==> src/rtl/sswn_pkg.sv <==
package sswn_pkg;

  localparam int unsigned TABLE_DEPTH = 1024;
  localparam int unsigned ADDR_W      = $clog2(TABLE_DEPTH);
  localparam int unsigned CNT_W       = $clog2(TABLE_DEPTH + 1);
  localparam int unsigned VAL_W       = 32;
  localparam int unsigned POS_W       = 11;
  localparam int unsigned OP_W        = 2;
  localparam int unsigned OUT_W       = 80;

  typedef enum logic [OP_W-1:0] {
    OP_CLEAR  = 2'd0,
    OP_APPEND = 2'd1,
    OP_QUERY  = 2'd2
  } op_e;

  typedef enum logic [1:0] {
    RD_MID  = 2'd0,
    RD_IDX  = 2'd1,
    RD_PREV = 2'd2
  } rd_sel_e;

  typedef struct packed {
    logic    accept;
    logic    clear;
    logic    start;
    logic    step;
    logic    rd_en;
    rd_sel_e rd_sel;
    logic    set_found;
    logic    set_upper;
    logic    set_lower;
    logic    do_append;
    logic    load_append;
    logic    load_query;
  } cmd_t;

  typedef struct packed {
    logic lo_lt_hi;
    logic idx_lt_cnt;
    logic idx_nz;
    logic rd_eq;
    logic rd_below;
    logic slot_free;
  } sts_t;

endpackage

==> src/rtl/sswn_ctrl.sv <==
module sswn_ctrl (
  input  logic          clk_i,
  input  logic          rst_ni,
  input  logic          s_valid_i,
  input  logic [1:0]    s_op_i,
  output logic          s_ready_o,
  input  sswn_pkg::sts_t sts_i,
  output sswn_pkg::cmd_t cmd_o
);
  import sswn_pkg::*;

  typedef enum logic [8:0] {
    ST_IDLE     = 9'b000000001,
    ST_APPEND   = 9'b000000010,
    ST_SRCH_RD  = 9'b000000100,
    ST_SRCH_CMP = 9'b000001000,
    ST_UP_RD    = 9'b000010000,
    ST_UP_CMP   = 9'b000100000,
    ST_LO_RD    = 9'b001000000,
    ST_LO_CMP   = 9'b010000000,
    ST_OUT      = 9'b100000000
  } state_e;

  state_e state_q, state_d;
  logic   accept;

  assign s_ready_o = (state_q == ST_IDLE);
  assign accept    = s_valid_i & s_ready_o;

  always_comb begin
    state_d = state_q;
    cmd_o   = '0;
    cmd_o.rd_sel = RD_MID;
    case (state_q)
      ST_IDLE: begin
        if (accept) begin
          cmd_o.accept = 1'b1;
          case (op_e'(s_op_i))
            OP_CLEAR:  cmd_o.clear = 1'b1;
            OP_APPEND: state_d = ST_APPEND;
            OP_QUERY: begin
              cmd_o.start = 1'b1;
              state_d     = ST_SRCH_RD;
            end
            default: state_d = ST_IDLE;
          endcase
        end
      end
      ST_APPEND: begin
        if (sts_i.slot_free) begin
          cmd_o.do_append   = 1'b1;
          cmd_o.load_append = 1'b1;
          state_d           = ST_IDLE;
        end
      end
      ST_SRCH_RD: begin
        if (sts_i.lo_lt_hi) begin
          cmd_o.rd_en  = 1'b1;
          cmd_o.rd_sel = RD_MID;
          state_d      = ST_SRCH_CMP;
        end else begin
          state_d = ST_UP_RD;
        end
      end
      ST_SRCH_CMP: begin
        cmd_o.step = 1'b1;
        state_d    = ST_SRCH_RD;
      end
      ST_UP_RD: begin
        if (sts_i.idx_lt_cnt) begin
          cmd_o.rd_en  = 1'b1;
          cmd_o.rd_sel = RD_IDX;
          state_d      = ST_UP_CMP;
        end else begin
          state_d = ST_LO_RD;
        end
      end
      ST_UP_CMP: begin
        if (sts_i.rd_eq) begin
          cmd_o.set_found = 1'b1;
          state_d         = ST_OUT;
        end else begin
          cmd_o.set_upper = 1'b1;
          state_d         = ST_LO_RD;
        end
      end
      ST_LO_RD: begin
        if (sts_i.idx_nz) begin
          cmd_o.rd_en  = 1'b1;
          cmd_o.rd_sel = RD_PREV;
          state_d      = ST_LO_CMP;
        end else begin
          state_d = ST_OUT;
        end
      end
      ST_LO_CMP: begin
        cmd_o.set_lower = 1'b1;
        state_d         = ST_OUT;
      end
      ST_OUT: begin
        if (sts_i.slot_free) begin
          cmd_o.load_query = 1'b1;
          state_d          = ST_IDLE;
        end
      end
      default: state_d = ST_IDLE;
    endcase
  end

  always_ff @(posedge clk_i or negedge rst_ni) begin
    if (!rst_ni) begin
      state_q <= ST_IDLE;
    end else begin
      state_q <= state_d;
    end
  end

endmodule

==> config.mk <==
export PLATFORM = sky130hd
export DESIGN_NAME = sswn_ctrl
export DESIGN_NICKNAME = d
export VERILOG_FILES = /design/src/rtl/sswn_pkg.sv /design/src/rtl/sswn_ctrl.sv
export SDC_FILE = /design/constraint.sdc
export NUM_CORES = 1
export LEC_CHECK = 0
export BUFFER_PORTS_ARGS = -buffer_cell sky130_fd_sc_hd__buf_2
export CORE_MARGIN = 10
export CORE_UTILIZATION = 40
export DETAILED_ROUTE_END_ITERATION = 10
export GPL_TIMING_DRIVEN = 1
export PLACE_DENSITY = 0.66
export SETUP_SLACK_MARGIN = 0.3
export SYNTH_ARGS = -nofsm -noshare
export SYNTH_HDL_FRONTEND = slang
export SYNTH_SLANG_ARGS = --single-unit
==> constraint.sdc <==
create_clock -name clk_i -period 6.35 [get_ports clk_i]
set_clock_uncertainty 0.1 [all_clocks]
set_input_delay 1.27 -clock clk_i [delete_from_list [all_inputs] [get_ports clk_i]]
set_output_delay 1.27 -clock clk_i [all_outputs]
set_load 0.02 [all_outputs]
==> results.tsv, run 1 <==
metric	value	unit
status	completed	
post_cts_resized	0	
synthMuxAreaShare	0	%
async_flop_share	100	%
start_util	41.5	%
regMostFlops	state_q	
htreeDepth	1	
syn_nets	95	
finalCriticalPeriod	3.87	ns
fin_nets	116	
yosys_register_bits	9	
crit_slowest_cell	or4_4	
drtAntennaViolNets	0	
fill_cells	176	
yosysUniqueCellTypes	35	
routedWlPerCell	12.8	um
grt_overflow_total	0	
largest_reg_flops	9	
cts-root-buf	clkbuf_4	
crit_type	reg -> out	
drive_gt1_share	32.7	%
clk_pin_slew_worst_paths	0.06	ns
n_antenna_cell	0	
worstSetupEndpointType	output port	
clk_path_buf_depth	2	
hold_viol_final	0	
synth_area_leaders	dfrtp_1, nor4_1, ha_1	
die_h	62.1	um
crit_family	simple AND/OR/NAND/NOR gates	
ctsHoldBuffers	0	
io_buffers	23	
critPathMaxStageDelay	0.58	ns
syn_inst	81	
yosysTopAreaCellShare	28.3	%
numCtsBuffers	3	
holdWs	0.485	ns
wirelength	1620	um
synth_top_cell_by_area	dfrtp_1	
hold_class	reg -> reg	
yosys_warnings	0	
biggestRegsByFlops	state_q x9	
drtIter0Drc	7	
worstMarginPinSlew	0.523	ns
synth_common_cells	dfrtp_1, nor4_1	
period_share	60.9	%
fmax	0.258	GHz
ys_seq_area_share	32.0	%
synthAdderAreaFrac	5.30	%
vias_per_cell	5.21	
drt_first_pass_iters	4	
synth_compound_area_share	8.83	%
synth.cell_area	708	um^2
avgSynthCellArea	8.74	um^2
path_cells	or4_4, or3_1, nor4b_4, and3_2, buf_2	
die_w	62.1	um
maxSlewHeadroom	64.8	%
power_leakage	0.432	nW
fin_setup_tns	0	ns
reg2reg_depth	4	
power.density	219	nW/um^2
synth_xor_area_share	3.71	%
grt_pass1_vias	616	
grt_max_degree	11	
synth_top_family_by_area	simple AND/OR/NAND/NOR gates	
critPathRequiredTime	4.98	ns
final-max-slew-violation-count	0	
synthSimpleGateAreaFrac	41.0	%
rsz0062_at_grt	false	
coreArea	1710	um^2
crit_path_start_kind	register	
grt_pass1_wl	2590	um
yosys_most_used_dff	dfrtp_1	
place.gp.congestion	0.802	
io_pins	25	
hold_depth	1	
antenna_found_initial	0	
hpwl	1270	um
critical_path.max_fanout	9	
max_cap_viol_count	0	
grt_usage	8.75	%
arrival	2.50	ns
vdd_drop_max	0.102	mV
insertion_delay	0.25	ns
cts.sinks	9	
cp_num_cells	5	
dieArea	3850	um^2
drc	0	
yosysMostFrequentCell	dfrtp_1	
cp_num_buf_inv	1	
synth_edf_count	0	
via_count	657	
area.growth.synth_to_final	17.8	%
cts_tree	done	
rows	15	
post_cts_buffers	0	
setup_viol	0	
placed cells by master, fill, tap and decap left out, types with 2 or more instances in the layout:
cell      count
clkbuf_4      3
nor3b_1       3
nor3_1        5
nand2_1       5
buf_2        23
nor2b_1       3
xnor2_1       2
dfrtp_1       8
ha_1          3
and3_2        2
and3_1        2
nand2b_1      2
nor4_1        7
or3_1         5
nor2_1        4
a21oi_1       2
inv_1         5
cell families after synthesis:
family | Yosys count
and+or+nand+nor | 45
buffers and inverters | 12
AOI/OAI and AO/OA | 9
DFF | 9
xor gates and xnor gates | 3
adders and majority gates | 3
where the power goes:
part / internal [W] / switching, W / leakage (nW)
Clock: 0.0000242 / 0.0000191 / 0.0150
Sequential: 0.0000638 / 0.00000784 / 0.122
Combinational: 0.0000288 / 0.0000394 / 0.295
worst register-to-register path, cell delays in order, from the launching register on:
cell and delay [ns]:
dfrtp_1 0.47, or4_4 0.58, or3_1 0.46, nor4b_4 0.37, a32o_1 0.21
routing by layer:
metal	global-route usage [%]	routed length [um]	part of all wire (%)	vias up
met5	0	0	0	-
li1	-	-	-	335
met1	11.8	808	50	302
met4	5.73	23	1.4	0
met2	12.7	699	43	18
met3	1.02	86	5.3	2
area by class of cell:
cell class                 instances  area (um^2)  area share [%]
timing repair buffer              23          115            13.8
sequential                         9          226            27.1
multi-input combinational         60          417            49.9
clock buffer                       4         26.3            3.15
inverter                           5         18.8            2.25
tap                               25         31.3            3.75
path summary, 6_finish.rpt:
kind	start	endpoint	slack [ns]
hold / removal	state_q[4]	state_q[7]	0.49
min in group asynchronous	rst_ni	state_q[5]	0.75
max in group asynchronous	rst_ni	state_q[0]	5.15
hold reg to reg	state_q[4]	state_q[7]	0.49
setup reg to reg	state_q[5]	state_q[1]	4.11
setup / recovery	state_q[5]	cmd_o[10]	2.48
stage by stage:
step                      setup slack, ns  util [%]  instances  total power [W]  cell area [um^2]
final                                2.48      48.9        126         0.000183               835
after global routing                 2.38      48.9        126         0.000198               835
after CTS                            2.46      48.9        126         0.000186               835
after detailed placement             2.75      47.3        122         0.000141               808
after global placement               2.78      47.3        122         0.000140               808
after floorplan                      2.50         -         81         0.000125               708
Power figures use the tool's default switching activity.
==> inputs of run 2 (changes only) <==
- ABC_AREA: default -> 1
- clock period: 6.35 -> 3.3 ns (I/O delays scaled with it)
==> run 2 against run 1 <==
Effect of this change:
- first-iteration DRC count grew to 3.0 times the previous value
- combinational power increased to 5.1 times the previous value
- via count is 33% higher
- global-route usage increased by 1.1 points
- largest cell class unchanged
- total power increased to 3.2 times the previous value
==> results.tsv, run 2 <==
metric	value	unit	change
cts_tree	done		
hold_viol_final	0		unchanged
ys_seq_area_share	25.3	%	-6.7 points
max_cap_viol_count	0		unchanged
final-max-slew-violation-count	0		unchanged
hpwl	1720	um	+36%
vias_per_cell	4.69		-10%
largest_reg_flops	9		unchanged
power.density	553	nW/um^2	+150%
yosys_warnings	0		unchanged
fin_nets	173		+49%
timing.rr.end	state_q[1]		
n_antenna_cell	0		unchanged
final_area	1060	um^2	+27%
mostFrequentLayoutCells	nor2_1, nand2_1, buf_2		
setup_viol	0		unchanged
wirelength	1990	um	+23%
drt_first_pass_iters	4		unchanged
yosysUniqueCellTypes	27		-23%
grt_pass1_wl	3550	um	+37%
crit_path_start_kind	register		
area.growth.synth_to_final	18.2	%	
status	completed		
fmax	0.398	GHz	
avgSynthCellArea	6.74	um^2	-23%
finalCriticalPeriod	2.51	ns	
r2r_start	state_q[0]		
pwr-share-clk	15.0	%	-8.6 points
drc	0		unchanged
critical_path.max_fanout	10		+1
die_h	67.3	um	+8.5%
p_switching	0.000287	W	+330%
crit_type	reg -> out		
vdd_drop_max	0.311	mV	+210%
coreArea	2170	um^2	+27%
p_sw_share	49.0	%	+13 points
maxSlewHeadroom	73.1	%	+8.3 points
antenna_found_initial	0		unchanged
power_frac_comb	59.6	%	+22 points
via_count	872		+33%
period_share	76.1	%	
drive_gt1_share	34.8	%	+2.1 points
grt_pass1_vias	893		+45%
cts-root-buf	clkbuf_4		
power_leakage	0.620	nW	+44%
setup_slack	0.787	ns	-1.69 ns
regMostFlops	state_q		
htreeDepth	1		unchanged
rows	17		+2
reg2reg_depth	8		+4
yosys_most_used_dff	dfrtp_1		
async_flop_share	100	%	unchanged
critPathRequiredTime	2.54	ns	-2.44 ns
crit_start	state_q[8]		
biggestRegsByFlops	state_q x9		
power.total	0.000585	W	+220%
clk_path_buf_depth	2		unchanged
place_area	1030	um^2	+28%
cts.sinks	9		unchanged
synth_common_cells	nor2_1, nand2_1, inv_1		
final_common_cell	nor2_1		
grt_overflow_total	0		unchanged
post_cts_resized	0		unchanged
syn_nets	147		+55%
yosysTopAreaCellShare	22.3	%	-5.9 points
ff2ff_setup_slack	1.81	ns	-2.30 ns
routedWlPerCell	10.7	um	-17%
place.gp.congestion	0.865		+7.9%
yosys_register_bits	9		unchanged
drtAntennaViolNets	0		unchanged
synth_top_cell_by_area	dfrtp_1		
worstSetupEndpointType	output port		
rsz0062_at_grt	false		
start_util	41.3	%	-0.17 points
grt_max_degree	11		unchanged
drtIter0Drc	21		+14
dieArea	4530	um^2	+18%
fin_setup_tns	0	ns	unchanged
ctsHoldBuffers	0		unchanged
holdWs	0.127	ns	-0.359 ns
post_cts_buffers	0		unchanged
grt_usage	9.88	%	+1.1 points
hold_class	in -> async		
die_w	67.3	um	+8.5%
insertion_delay	0.27	ns	+0.02 ns
p_int	0.000298	W	+160%
io_buffers	23		unchanged
syn_inst	133		+64%
synth_edf_count	0		unchanged
worstMarginPinSlew	0.403	ns	-0.120 ns
io_pins	25		unchanged
clk_pin_slew_worst_paths	0.06	ns	about the same
yosysMostFrequentCell	nor2_1		
power_frac_seq	25.4	%	-14 points
synth.cell_area	896	um^2	+27%
arrival	1.75	ns	-0.75 ns
synth_area_leaders	dfrtp_1, nor2_1, nand2_1		
numCtsBuffers	3		unchanged
place_ws	1.08	ns	-1.67 ns
## run 2: per-layer routing
layer / global-route usage [%] / wire [um] / part of all wire, % / up-vias
li1: - / - / - / 459
met1: 10.8 / 893 / 45 / 392
met2: 17.7 / 980 / 49 / 16
met3: 0.992 / 58 / 2.9 / 5
met4: 6.67 / 60 / 3.0 / 0
met5: 0 / 0 / 0 / -
## run 2: worst max-delay path by stage
| stage | endpoint | depth (start not counted) |
|---|---|---|
| finish | cmd_o[8] | 7 |
| global route | cmd_o[8] | 7 |
| CTS | cmd_o[8] | 7 |
| detailed placement | cmd_o[8] | 7 |
| global placement | cmd_o[8] | 7 |
| floorplan | cmd_o[11] | 4 |
## run 2: kinds of logic after synthesis
group	count (synthesis)	share of synthesized area [%]
buffers and inverters	27	12.7
flip-flops	9	25.3
adder cells (fa/ha/maj)	3	4.19
AND/OR/NAND/NOR	88	53.9
AO/OA/AOI/OAI	6	3.91
## run 2: final cells by class
cell class | count | area (um^2)
clock buffers | 3 | 22.5
clock inverters | 1 | 5.00
fillers | 240 | 1110
inverters | 25 | 98.8
multi-input cells | 97 | 556
flip-flops and latches | 9 | 226
well taps | 28 | 35.0
repair buffers | 23 | 115
## run 2: power by group through the flow
stage	logic [W]	clock network (W)	registers (W)
final	0.000349	0.0000875	0.000149
after global routing	0.000396	0.0000941	0.000152
after CTS	0.000355	0.0000884	0.000148
after detailed placement	0.000354	0	0.000150
after global placement	0.000352	0	0.000149
after floorplan	0.000290	0	0.000146
## run 2: critical path, cell delays in order (launching register included)
cell and delay (ns):
dfrtp_1 0.59, inv_4 0.13, nand4_1 0.14, nor2_1 0.06
nand2_1 0.07, inv_2 0.04, or3_1 0.29, buf_2 0.16
## run 2: per-stage QoR
step	util (%)	cells
after floorplan	-	133
after global placement	47.5	182
after detailed placement	47.5	182
after CTS	48.8	186
after global routing	48.8	186
final	48.8	186
